<file path="config.mk">
export PLATFORM = sky130hd
export DESIGN_NAME = first_fit_bin_packing_core
export DESIGN_NICKNAME = d
export VERILOG_FILES = /design/src/sv/ffbp_pkg.sv /design/src/sv/ffbp_space_mem.sv /design/src/sv/first_fit_bin_packing_core.sv
export VERILOG_INCLUDE_DIRS = /design/src /design/src/sv
export SDC_FILE = /design/constraint.sdc
export NUM_CORES = 1
export LEC_CHECK = 0
export ABC_AREA = 0
export BUFFER_PORTS_ARGS = -buffer_cell sky130_fd_sc_hd__buf_2
export CAP_MARGIN = 20
export CORE_MARGIN = 2
export CORE_UTILIZATION = 35
export CTS_CLUSTER_SIZE = 24
export DETAILED_ROUTE_END_ITERATION = 8
export GPL_TIMING_DRIVEN = 0
export PLACE_DENSITY = 0.59
export SYNTH_ARGS = -nofsm -noshare
export SYNTH_HDL_FRONTEND = slang
export SYNTH_SLANG_ARGS = --single-unit
</file>
<file path="constraint.sdc">
create_clock -name clk -period 4.43 [get_ports clk]
set_input_delay 0 -clock clk [delete_from_list [all_inputs] [get_ports clk]]
set_output_delay 0 -clock clk [all_outputs]
set_load 0.02 [all_outputs]
</file>
<file path="src/sv/first_fit_bin_packing_core_macros.svh">
// Assertion macros for the first-fit bin packing core.
`ifndef FIRST_FIT_BIN_PACKING_CORE_MACROS_SVH
`define FIRST_FIT_BIN_PACKING_CORE_MACROS_SVH

`ifndef SYNTH
`define FFBP_ASSERT_IMP(label, clk, rst_n, ante, cons) \
    label: assert property (@(posedge clk) disable iff (!rst_n) (ante) |-> (cons)) \
        else $error("first fit core: same-cycle check failed");
`define FFBP_ASSERT_NXT(label, clk, rst_n, ante, cons) \
    label: assert property (@(posedge clk) disable iff (!rst_n) (ante) |=> (cons)) \
        else $error("first fit core: next-cycle check failed");
`else
`define FFBP_ASSERT_IMP(label, clk, rst_n, ante, cons)
`define FFBP_ASSERT_NXT(label, clk, rst_n, ante, cons)
`endif

`endif

</file>
<file path="src/sv/ffbp_pkg.sv">
// Types and constants shared by the first-fit bin packing core.
package ffbp_pkg;

    localparam int MAX_BINS_DEF  = 16;
    localparam int SIZE_BITS_DEF = 16;

    localparam logic [15:0] CAP_RESET = 16'd40;

    localparam logic [1:0] REJ_NONE    = 2'd0;
    localparam logic [1:0] REJ_TOO_BIG = 2'd1;
    localparam logic [1:0] REJ_NO_BIN  = 2'd2;

    typedef struct packed {
        logic [15:0] item_size;
        logic        new_batch;
    } ffbp_in_t;

    typedef struct packed {
        logic [3:0] bin_index;
        logic       opened_bin;
        logic [1:0] rejected;
        logic [4:0] bins_in_use;
    } ffbp_out_t;

endpackage

</file>
<file path="src/sv/ffbp_space_mem.sv">
// Remaining-space memory: one write port, one registered read port.
module ffbp_space_mem #(
    parameter int DEPTH = 16,
    parameter int WIDTH = 16
) (
    input  logic                     clk,
    input  logic                     wr_en,
    input  logic [$clog2(DEPTH)-1:0] wr_addr,
    input  logic [WIDTH-1:0]         wr_data,
    input  logic                     rd_en,
    input  logic [$clog2(DEPTH)-1:0] rd_addr,
    output logic [WIDTH-1:0]         rd_data
);

    logic [WIDTH-1:0] mem [DEPTH];

    always_ff @(posedge clk)
    begin
        if (wr_en)
        begin
            mem[wr_addr] <= wr_data;
        end
    end

    always_ff @(posedge clk)
    begin
        if (rd_en)
        begin
            rd_data <= mem[rd_addr];
        end
    end

endmodule

</file>
<file path="src/sv/first_fit_bin_packing_core.sv">
// First-fit bin packing core: sequencer, capacity register and result register.
//
// An item is taken when start is high and busy is low. An item larger than the
// bin capacity returns its result in the cycle after acceptance. Otherwise the
// open bins are scanned from bin 0, one bin per cycle through the single read
// port of the remaining-space memory; the scan ends at the first bin that fits
// the item, or after every open bin has been read if none fits. The result is
// on the result port for one cycle, marked by done, and must be taken then; a
// new item may be started in that same cycle. The write to the memory happens
// on the last scan cycle, before any read of the next item, so reads and writes
// of one entry never overlap. Remaining space is valid only for bins below the
// open count and needs no clearing after reset.
module first_fit_bin_packing_core #(
    parameter int MAX_BINS  = ffbp_pkg::MAX_BINS_DEF,
    parameter int SIZE_BITS = ffbp_pkg::SIZE_BITS_DEF
) (
    input  logic                clk,
    input  logic                rst_n,
    input  logic                start,
    output logic                busy,
    input  ffbp_pkg::ffbp_in_t  item,
    output logic                done,
    output ffbp_pkg::ffbp_out_t result,
    input  logic                cfg_wr_en,
    input  logic [15:0]         cfg_wr_data
);

    import ffbp_pkg::*;

`include "first_fit_bin_packing_core_macros.svh"

    localparam int IDX_W = $clog2(MAX_BINS);
    localparam int CNT_W = $clog2(MAX_BINS + 1);

    typedef enum logic [1:0] {
        ST_IDLE = 2'b01,
        ST_SCAN = 2'b10
    } state_t;

    state_t               state_reg, state_next;
    logic [15:0]          cap_reg;
    logic [SIZE_BITS-1:0] size_reg, size_next;
    logic [CNT_W-1:0]     count_reg, count_next;
    logic [CNT_W-1:0]     issue_reg, issue_next;
    logic                 pend_reg, pend_next;
    logic [IDX_W-1:0]     pend_idx_reg, pend_idx_next;
    logic                 done_reg, done_next;
    ffbp_out_t            result_reg, result_next;

    logic [SIZE_BITS-1:0] cap_w;
    logic [SIZE_BITS-1:0] in_size;
    logic [CNT_W-1:0]     batch_count;
    logic                 hit;
    logic                 mem_wr_en;
    logic [IDX_W-1:0]     mem_wr_addr;
    logic [SIZE_BITS-1:0] mem_wr_data;
    logic                 mem_rd_en;
    logic [SIZE_BITS-1:0] mem_rd_data;

    ffbp_space_mem #(
        .DEPTH (MAX_BINS),
        .WIDTH (SIZE_BITS)
    ) u_space_mem (
        .clk     (clk),
        .wr_en   (mem_wr_en),
        .wr_addr (mem_wr_addr),
        .wr_data (mem_wr_data),
        .rd_en   (mem_rd_en),
        .rd_addr (issue_reg[IDX_W-1:0]),
        .rd_data (mem_rd_data)
    );

    assign cap_w       = SIZE_BITS'(cap_reg);
    assign in_size     = SIZE_BITS'(item.item_size);
    assign batch_count = item.new_batch ? '0 : count_reg;
    assign hit         = pend_reg && (mem_rd_data >= size_reg);

    always_comb
    begin
        state_next    = state_reg;
        size_next     = size_reg;
        count_next    = count_reg;
        issue_next    = issue_reg;
        pend_next     = 1'b0;
        pend_idx_next = pend_idx_reg;
        done_next     = 1'b0;
        result_next   = result_reg;
        mem_wr_en     = 1'b0;
        mem_wr_addr   = pend_idx_reg;
        mem_wr_data   = mem_rd_data - size_reg;
        mem_rd_en     = 1'b0;

        unique case (state_reg)
            ST_IDLE:
            begin
                if (start)
                begin
                    size_next  = in_size;
                    count_next = batch_count;
                    issue_next = '0;
                    if (in_size > cap_w)
                    begin
                        done_next               = 1'b1;
                        result_next.bin_index   = '0;
                        result_next.opened_bin  = 1'b0;
                        result_next.rejected    = REJ_TOO_BIG;
                        result_next.bins_in_use = 5'(batch_count);
                    end
                    else
                    begin
                        state_next = ST_SCAN;
                    end
                end
            end
            ST_SCAN:
            begin
                if (hit)
                begin
                    mem_wr_en               = 1'b1;
                    done_next               = 1'b1;
                    state_next              = ST_IDLE;
                    result_next.bin_index   = 4'(pend_idx_reg);
                    result_next.opened_bin  = 1'b0;
                    result_next.rejected    = REJ_NONE;
                    result_next.bins_in_use = 5'(count_reg);
                end
                else if (issue_reg != count_reg)
                begin
                    mem_rd_en     = 1'b1;
                    pend_next     = 1'b1;
                    pend_idx_next = issue_reg[IDX_W-1:0];
                    issue_next    = issue_reg + 1'b1;
                end
                else
                begin
                    done_next  = 1'b1;
                    state_next = ST_IDLE;
                    if (count_reg == CNT_W'(MAX_BINS))
                    begin
                        result_next.bin_index   = '0;
                        result_next.opened_bin  = 1'b0;
                        result_next.rejected    = REJ_NO_BIN;
                        result_next.bins_in_use = 5'(count_reg);
                    end
                    else
                    begin
                        mem_wr_en               = 1'b1;
                        mem_wr_addr             = count_reg[IDX_W-1:0];
                        mem_wr_data             = cap_w - size_reg;
                        count_next              = count_reg + 1'b1;
                        result_next.bin_index   = 4'(count_reg);
                        result_next.opened_bin  = 1'b1;
                        result_next.rejected    = REJ_NONE;
                        result_next.bins_in_use = 5'(count_reg + 1'b1);
                    end
                end
            end
            default:
            begin
                state_next = ST_IDLE;
            end
        endcase
    end

    always_ff @(posedge clk or negedge rst_n)
    begin
        if (!rst_n)
        begin
            state_reg <= ST_IDLE;
            cap_reg   <= CAP_RESET;
            count_reg <= '0;
            issue_reg <= '0;
            pend_reg  <= 1'b0;
            done_reg  <= 1'b0;
        end
        else
        begin
            state_reg <= state_next;
            count_reg <= count_next;
            issue_reg <= issue_next;
            pend_reg  <= pend_next;
            done_reg  <= done_next;
            if (cfg_wr_en)
            begin
                cap_reg <= cfg_wr_data;
            end
        end
    end

    always_ff @(posedge clk)
    begin
        size_reg     <= size_next;
        pend_idx_reg <= pend_idx_next;
        result_reg   <= result_next;
    end

    assign busy   = (state_reg != ST_IDLE);
    assign done   = done_reg;
    assign result = result_reg;

    `FFBP_ASSERT_NXT(a_accept_progress, clk, rst_n, start && !busy, busy || done)
    `FFBP_ASSERT_IMP(a_reject_clean, clk, rst_n, done && (result.rejected != REJ_NONE), (result.bin_index == 4'd0) && !result.opened_bin)
    `FFBP_ASSERT_IMP(a_open_counted, clk, rst_n, done && result.opened_bin, result.bins_in_use != 5'd0)
    `FFBP_ASSERT_IMP(a_issue_bound, clk, rst_n, state_reg == ST_SCAN, issue_reg <= count_reg)

endmodule

</file>
==> impl_metrics.tcl, run 1 <==
set metrics [dict create \
    status "finished, final reports clean" \
    place_hpwl_um 24100 \
    ir_drop_mv 0.226 \
    ys.flop_type "edfxtp_1" \
    grtUsageTotal_pct 16.0 \
    die_h_um 210 \
    start_kind "flop" \
    fin_crit_ps 4300 \
    largest_reg_flops 256 \
    cp_max_fo 10 \
    globalRouteOverflowTotal 0 \
    cts_root_buf "clkbuf_16" \
    cts_inserted_buffers 36 \
    post-route-period-util_pct 97.1 \
    grt_max_degree 31 \
    area_growth_pct 20.8 \
    htreeDepth 2 \
    dr.pass1.iters 5 \
    final_cell_mix "edfxtp_1, mux4_2, buf_2, ha_1, inv_1" \
    fp.dieW_um 210 \
    start_util_pct 35.4 \
    synth_cells 912 \
    syn_area_per_cell_um2 16.2 \
    hold_violations 0 \
    synth-edff-count 304 \
    ys_warn_count 0 \
    tritoncts "built" \
    vias 8541 \
    end_kind "flop" \
    final_nets 1170 \
    ys_seq_area_share_pct 66.7 \
    drive_above_1_share_pct 23.2 \
    rsz0062_at_grt "yes" \
    viasPerCell 5.20 \
    finalSetupViolCount 0 \
    layout_commonest_cell "edfxtp_1" \
    worstPathRequired_ps 4670 \
    synth_area_um2 14800 \
    worst_pin_slew_ps 1080 \
    drc 0 \
    core_um2 41900 \
    routed_wl_um 34700 \
    routedWlPerCell_um 21.1 \
    synth_top_area_share_pct 61.6 \
    arrival_ps 4540 \
    final_cells 1644 \
    relSlewSlack_pct 27.7 \
    yosysTopAreaCell "edfxtp_1" \
    clockBufferDepth 3 \
    clkTransAtPathRegs_ps 60 \
    clkSinkCount 334 \
    preCtsSetupSlack_ps -156 \
    synth-seq-cells 334 \
    synth.distinct_cells 52 \
    ant_nets 0 \
    utilization_pct 42.7 \
    clk_latency_ps 540 \
    drt_iter0_drc 639 \
    syn_nets 1004 \
    hold_path.class "in -> reg" \
    rows 75 \
    hold_ws_ps 22.7 \
    power_w 0.00848 \
    ys_top_cells_by_area "edfxtp_1, mux4_2, dfrtp_1" \
    setup_slack_ps 127 \
    powerDensity_nw_per_um2 474 \
    maxSlewViolCount 0 \
    place_inst 1528 \
    ioPinCount 51 \
    fmax_mhz 232 \
    async_flop_share_pct 8.98 \
    place_congestion 0.852 \
    grt_antenna_before_repair 0 \
    dieArea_um2 44000 \
    grt_pass1_vias 8707 \
    fin_skew_ps 16.3 \
    power_leakage_nw 6.18 \
    grt_pass1_wl_um 52700 \
    regMostFlops "u_space_mem.mem" \
    buffer_ports.inserted 50 \
    critical_path_class "reg -> reg" \
    cap_violations 0 \
    diodes 0 \
]
[metrics by stage]
| step | area (um2) | setup TNS [ps] |
|---|---|---|
| 5_1_grt | 17900 | -866 |
| 3_5_place_dp | 16100 | -10360 |
| 2_1_floorplan | 14800 | 0 |
| 4_1_cts | 17600 | -2870 |
| 3_3_place_gp | 15700 | -248350 |
| 6_report | 17900 | 0 |
[where the power goes]
part | internal, W | total, W | switching [W]
registers | 0.00398 | 0.00403 | 0.0000441
logic | 0.000514 | 0.00160 | 0.00108
clock network | 0.00163 | 0.00285 | 0.00122
[worst max-delay path, cell delays in order, from the launching register on]
cell and delay, ps:
edfxtp_1 370, inv_1 120, ha_1 290, nor2b_1 170, o31a_1 280, o31a_1 320, nor4_4 180, nor2_1 120
o211a_1 290, buf_6 160, clkbuf_2 200, o21ai_0 270, nand4_1 470, nor2_4 540, buf_8 220
[cell usage after synthesis, drive strengths merged, types with 6 or more instances]
| cell type | n |
|---|---|
| nor2 | 51 |
| a21oi | 38 |
| mux4 | 80 |
| ha | 53 |
| nand2 | 47 |
| nand3 | 9 |
| nand2b | 14 |
| xnor2 | 19 |
| dfrtp | 27 |
| xor2 | 14 |
| a21o | 13 |
| a31oi | 6 |
| nor2b | 7 |
| nor3 | 9 |
| mux2i | 8 |
| clkbuf | 30 |
| o21a | 7 |
| inv | 51 |
| edfxtp | 304 |
| buf | 9 |
| nand4 | 8 |
| o21ai | 49 |
[path summary, 6_finish.rpt]
| check | startpoint | endpoint | slack [ps] | cells past startpoint |
|---|---|---|---|---|
| worst min register to register | issue_reg[1] | pend_idx_reg[1] | 510 | 0 |
| min in group asynchronous | rst_n | cap_reg[11] | 70 | 2 |
| worst max register to register | size_reg[2] | u_space_mem.mem[1][2] | 130 | 14 |
| worst max-delay path | size_reg[2] | u_space_mem.mem[1][2] | 130 | 14 |
| worst min-delay path | cfg_wr_en | cap_reg[5] | 20 | 4 |
| max in group asynchronous | rst_n | issue_reg[3] | 3890 | 2 |
[final cells by class]
cell class	count	area (um2)
fillers	3661	24000
flip-flops and latches	334	9880
multi-input cells	488	4760
repair buffers	128	1100
clock buffers	48	946
well taps	539	674
inverters	51	191
clock inverters	17	168
plain buffers	39	161
[routing by layer]
layer  vias to the layer above  part of all wire [%]  global-route usage (%)
met5                         -                     0                       0
met4                         0                   2.8                    4.82
met3                        65                   5.5                    2.95
met2                       247                    50                    27.6
met1                      4332                    42                    20.6
li1                       3897                     -                       -
[cells by family (layout without fill, tap and decap cells)]
kind of cell / Yosys count / after routing / synth area share (%)
muxes: 88 / 88 / 12.7
xor gates and xnor gates: 33 / 33 / 1.95
AOI/OAI and AO/OA: 151 / 151 / 6.34
buffers and inverters: 90 / 283 / 2.36
and+or+nand+nor: 161 / 161 / 5.16
adders and majority gates: 55 / 55 / 4.75
DFF: 334 / 334 / 66.7
[timing repair]
action                                  4_1_cts  5_1_grt
endpoints found under the hold margin        70        0
endpoints found under the setup margin      147      293
hold buffers                                 37        0
pin swaps                                     0        6
buffers inserted                              0        9
gates resized for setup                       9       26
gates cloned                                  0        0
(Power assumes the default switching activity.)
==> inputs of run 2 (changes only) <==
--- a/config.mk
+++ b/config.mk
@@ -11,10 +11,13 @@
 export CAP_MARGIN = 20
 export CORE_MARGIN = 2
 export CORE_UTILIZATION = 35
+export CTS_CLUSTER_DIAMETER = 120
 export CTS_CLUSTER_SIZE = 24
 export DETAILED_ROUTE_END_ITERATION = 8
 export GPL_TIMING_DRIVEN = 0
 export PLACE_DENSITY = 0.59
+export SKIP_CTS_REPAIR_TIMING = 1
 export SYNTH_ARGS = -nofsm -noshare
 export SYNTH_HDL_FRONTEND = slang
+export SYNTH_HIERARCHICAL = 1
 export SYNTH_SLANG_ARGS = --single-unit
==> impl_metrics.tcl, run 2 <==
set metrics [dict create \
    status "finished, final reports clean" \
    clk_latency_ps 520 \
    vias 8777 \
    ys.flop_type "edfxtp_1" \
    n_fill_cell 3790 \
    critical_path_class "reg -> reg" \
    r2r-start "size_reg[0]" \
    clockBufferDepth 3 \
    rr_endpoint "u_space_mem/mem[0][6]" \
    diodes 0 \
    htreeDepth 1 \
    utilization_pct 41.5 \
    async_flop_share_pct 8.98 \
    switching_share_pct 31.0 \
    grt_pass1_vias 8579 \
    cp_slowest_cell "or3b_2" \
    hp-start "cfg_wr_en" \
    grtUsageTotal_pct 15.8 \
    drive_above_1_share_pct 19.9 \
    holdPathEnd "cap_reg[5]" \
    tritoncts "built" \
    final_cell_mix "edfxtp_1, nand2_1, buf_2, mux4_2, ha_1" \
    cp_cell_sequence "ha_1, fa_1, nand2b_1, a21oi_4, o211a_1, o31a_1, clkbuf_4, nor2_1, a32o_1, or3b_2, nor3_4, buf_6, buf_6" \
    area_growth_pct 16.5 \
    ant_nets 0 \
    yosysTopAreaCell "edfxtp_1" \
    internal_power_w 0.00569 \
    pwr-share-clk_pct 20.2 \
    ys_warn_count 6 \
    arrival_ps 4520 \
    cp_top_family "simple AND/OR/NAND/NOR gates" \
    grt_antenna_before_repair 0 \
    synth_area_um2 15000 \
    relSlewSlack_pct 37.6 \
    viasPerCell 5.30 \
    final_nets 1203 \
    r2r_cells 13 \
    core_um2 42000 \
    hold_violations 0 \
    ys_top_cells_by_area "edfxtp_1, mux4_2, dfrtp_1" \
    maxSlewViolCount 0 \
    synth.distinct_cells 66 \
    synth-seq-cells 334 \
    syn_nets 1051 \
    routedWlPerCell_um 21.4 \
    routed_wl_um 35400 \
    power_leakage_nw 6.02 \
    power_w 0.00825 \
    synth_top_area_share_pct 61.0 \
    clkSinkCount 334 \
    fin_skew_ps 15.6 \
    synth_most_common_cell "edfxtp_1" \
    fin_tns_setup_ps 0 \
    post-route-period-util_pct 96.7 \
    p_switching_w 0.00256 \
    grt_max_degree 31 \
    largest_reg_flops 256 \
    place_hpwl_um 24800 \
    cts_inserted_buffers 17 \
    drt_iter0_drc 780 \
    end_kind "flop" \
    buffer_ports.inserted 50 \
    globalRouteOverflowTotal 0 \
    hold_ws_ps 40.0 \
    fin_crit_ps 4280 \
    dr.pass1.iters 5 \
    powerDensity_nw_per_um2 473 \
    ir_drop_mv 0.244 \
    place_congestion 0.853 \
    finalSetupViolCount 0 \
    hold_depth 4 \
    fmax_mhz 233 \
    syn_area_per_cell_um2 15.6 \
    p_seq_share_pct 50.6 \
    dieArea_um2 44400 \
    cpMostUsedCell "buf_6" \
    regMostFlops "u_space_mem/mem" \
    layout_commonest_cell "edfxtp_1" \
    cp_max_fo 10 \
    synth_common_cells "edfxtp_1, nand2_1, mux4_2" \
    cts_root_buf "clkbuf_16" \
    worstPathRequired_ps 4660 \
    hold_path.class "in -> reg" \
    rrSetupSlack_ps 150 \
    power_frac_comb_pct 29.2 \
    worst_pin_slew_ps 935 \
    drc 0 \
    synth-edff-count 304 \
    synth_cells 959 \
    seqCellArea_um2 9880 \
    ioPinCount 51 \
    fp.dieW_um 211 \
    start_kind "flop" \
    multi_input_area_um2 4870 \
    path_buf_inv 3 \
    grt_pass1_wl_um 52600 \
    die_h_um 211 \
    rows 75 \
    cap_violations 0 \
    ys_seq_area_share_pct 66.0 \
    start_util_pct 35.6 \
    clkTransAtPathRegs_ps 90 \
    max_stage_delay_ps 620 \
]
run 2: changes by cell type in the layout (fill, tap and decap cells not counted), sizes merged, moves of 5 or more:
cell and change:
a211oi +5, a22oi +34, buf +11, clkbuf -33, clkinv -13, mux4 -16
nand2 +26, nand3 +5, o21ai -5
run 2: tightest hold or removal path: cells and delay by family:
family                 cells  cell delay [ps]
AND/OR/NAND/NOR            1              110
buffers and inverters      2              360
AO/OA/AOI/OAI              1               70
run 2: kinds of logic after synthesis:
logic type / Yosys count / synth area share [%]
multiplexers: 74 / 10.6
flip-flops: 334 / 66.0
buffers and inverters: 85 / 2.51
XOR/XNOR: 32 / 1.92
AND/OR/NAND/NOR: 195 / 6.12
adder cells (fa/ha/maj): 55 / 4.70
AO/OA/AOI/OAI: 184 / 8.16
run 2: layout make-up:
| cell class | count | share of cell area [%] |
|---|---|---|
| buffer | 38 | 1.17 |
| clock buffer | 22 | 2.55 |
| clock inverter | 2 | 0.0718 |
| inverter | 47 | 1.01 |
| multi-input combinational | 540 | 27.9 |
| sequential | 334 | 56.7 |
| tap | 539 | 3.87 |
| timing repair buffer | 133 | 6.73 |
run 2: worst max path at each step:
stage / start / end / depth (start not counted)
2_1_floorplan: size_reg[0] / u_space_mem/mem[0][0] / 11
3_3_place_gp: size_reg[0] / u_space_mem/mem[4][3] / 11
3_5_place_dp: size_reg[1] / u_space_mem/mem[1][2] / 12
4_1_cts: size_reg[1] / u_space_mem/mem[1][4] / 12
5_1_grt: size_reg[0] / u_space_mem/mem[0][10] / 13
6_report: size_reg[0] / u_space_mem/mem[0][6] / 13
run 2: power by group through the flow:
stage	logic [W]	registers [W]	clock network [W]
final	0.00241	0.00417	0.00166
after global routing	0.00265	0.00419	0.00182
after CTS	0.00233	0.00418	0.00172
after detailed placement	0.00233	0.00425	0
after global placement	0.00208	0.00428	0
after floorplan	0.00138	0.00431	0
run 2: per-layer routing:
metal | share of wire (%) | GRT usage [%] | up-vias
met5 | 0 | 0 | -
met4 | 1.7 | 3.30 | 0
met3 | 4.6 | 2.65 | 33
met2 | 48 | 26.3 | 198
met1 | 46 | 21.9 | 4494
li1 | - | - | 4052
run 2: stage by stage:
stage	instances	setup slack [ps]	area [um2]
3_3_place_gp	1548	-1880	15900
3_5_place_dp	1580	-468	16300
2_1_floorplan	959	27.7	15000
6_report	1655	146	17400
4_1_cts	1604	-508	16800
5_1_grt	1655	-1.95	17400
==> inputs of run 3 (changes only) <==
--- a/config.mk
+++ b/config.mk
@@ -9,13 +9,15 @@
 export ABC_AREA = 0
 export BUFFER_PORTS_ARGS = -buffer_cell sky130_fd_sc_hd__buf_2
 export CAP_MARGIN = 20
+export CELL_PAD_IN_SITES_DETAIL_PLACEMENT = 1
+export CELL_PAD_IN_SITES_GLOBAL_PLACEMENT = 1
 export CORE_MARGIN = 2
 export CORE_UTILIZATION = 35
 export CTS_CLUSTER_DIAMETER = 120
 export CTS_CLUSTER_SIZE = 24
 export DETAILED_ROUTE_END_ITERATION = 8
 export GPL_TIMING_DRIVEN = 0
-export PLACE_DENSITY = 0.59
+export PLACE_DENSITY = 0.65
 export SKIP_CTS_REPAIR_TIMING = 1
 export SYNTH_ARGS = -nofsm -noshare
 export SYNTH_HDL_FRONTEND = slang
==> impl_metrics.tcl, run 3 (synthesis results as in run 2) <==
set metrics [dict create \
    drc 0 \
    cpMostUsedCell "buf_6" \
    diodes 0 \
    dr.pass1.iters 5 \
    cts_inserted_buffers 18 \
    grt_pass1_wl_um 55100 \
    grt_max_degree 31 \
    final_cell_mix "edfxtp_1, nand2_1, buf_2, mux4_2, ha_1" \
    place_congestion 0.799 \
    critical_path_class "reg -> reg" \
    fin_skew_ps 23.8 \
    area_growth_pct 16.6 \
    finalSetupViolCount 0 \
    final_nets 1211 \
    rrSetupSlack_ps 170 \
    fin_area_um2 17400 \
    grt_antenna_before_repair 0 \
    r2r-start "size_reg[0]" \
    drt_iter0_drc 558 \
    routedWlPerCell_um 21.8 \
    cap_violations 0 \
    ant_nets 0 \
    utilization_pct 41.5 \
    ir_drop_mv 0.232 \
    drive_above_1_share_pct 20.6 \
    power_w 0.00839 \
    powerDensity_nw_per_um2 481 \
    worstPathRequired_ps 4670 \
    viasPerCell 5.29 \
    rsz0062_at_grt "yes" \
    relSlewSlack_pct 42.0 \
    violations "negative hold slack" \
    rows 75 \
    clkTransAtPathRegs_ps 100 \
    hp-start "start" \
    power_leakage_nw 6.09 \
    hold_ws_ps -14.9 \
    cp_top_family "compound AO/OA/AOI/OAI gates" \
    clockBufferDepth 3 \
    tritoncts "built" \
    crit_start "size_reg[0]" \
    fp.dieW_um 211 \
    vias 8812 \
    hold_violations 2 \
    path_buf_inv 3 \
    ioPinCount 51 \
    grtUsageTotal_pct 16.2 \
    maxSlewViolCount 0 \
    max_stage_delay_ps 570 \
    dieArea_um2 44400 \
    die_h_um 211 \
    cp_cell_sequence "ha_1, fa_1, nand2b_1, a21oi_2, o211a_1, o31a_1, clkbuf_4, nor2_1, a32o_1, or3b_2, nor3_2, buf_6, buf_6" \
    grt_pass1_vias 9154 \
    placed_area_um2 16300 \
    cp_slowest_cell "or3b_2" \
    fmax_mhz 235 \
    routed_wl_um 36400 \
    buffer_ports.inserted 50 \
    n_fill_cell 4240 \
    layout_commonest_cell "edfxtp_1" \
    end_kind "flop" \
    start_kind "flop" \
    status "finished, violations left" \
    cts_root_buf "clkbuf_16" \
    post-route-period-util_pct 96.1 \
    core_um2 42000 \
    regMostFlops "u_space_mem/mem" \
    largest_reg_flops 256 \
    arrival_ps 4500 \
    cp_max_fo 10 \
    htreeDepth 1 \
    fin_crit_ps 4260 \
    globalRouteOverflowTotal 0 \
    place_inst 1576 \
    place_hpwl_um 25900 \
    clk_latency_ps 530 \
    start_util_pct 35.6 \
    final_cells 1665 \
    worst_pin_slew_ps 870 \
    clkSinkCount 334 \
    hold_path.class "in -> reg" \
]
[run 3: cell count changes in the layout (fill, tap and decap cells not counted), moves of 4 or more]
| cell | delta |
|---|---|
| nor2_2 | +4 |
| buf_6 | -5 |
| buf_12 | -4 |
| buf_4 | +16 |
| nor2_4 | -4 |
[run 3: layout make-up]
class,count,area [um2],area share (%)
repair buffers,140,1150,6.58
flip-flops and latches,334,9880,56.6
well taps,539,674,3.87
plain buffers,38,204,1.17
inverters,47,176,1.01
multi-input cells,540,4820,27.6
clock buffers,22,465,2.67
clock inverters,5,77.6,0.445
[run 3: stage by stage]
step                worst slack (ps)  setup TNS [ps]
floorplan                       27.7               0
global placement               -1740         -298040
detailed placement              -607          -78450
CTS                             -649          -86550
global route                   -12.5            -121
finish                           173               0
[run 3: final timing paths]
kind / end / depth (start not counted)
min reg2reg: state_reg[0] / 2
max: u_space_mem/mem[0][6] / 13
min in group asynchronous: cap_reg[8] / 2
min: state_reg[0] / 4
max reg2reg: u_space_mem/mem[0][6] / 13
max in group asynchronous: issue_reg[0] / 2
[run 3: power by group]
part | internal (W) | total [W] | switching, W
Sequential | 0.00411 | 0.00418 | 0.0000773
Combinational | 0.000838 | 0.00237 | 0.00154
Clock | 0.000826 | 0.00183 | 0.00100
Total | 0.00577 | 0.00839 | 0.00262
[run 3: worst register-to-register path, cell delays in order (launching register included)]
cell and delay (ps):
edfxtp_1 450, ha_1 250, fa_1 410, nand2b_1 170, a21oi_2 240, o211a_1 290, o31a_1 300, clkbuf_4 290
nor2_1 100, a32o_1 360, or3b_2 570, nor3_2 170, buf_6 190, buf_6 180
[run 3: metal layers]
metal,routed length [um],global-route usage (%)
met5,0,0
met4,435,3.04
met3,1180,1.47
met2,18200,28.0
met1,16500,22.5
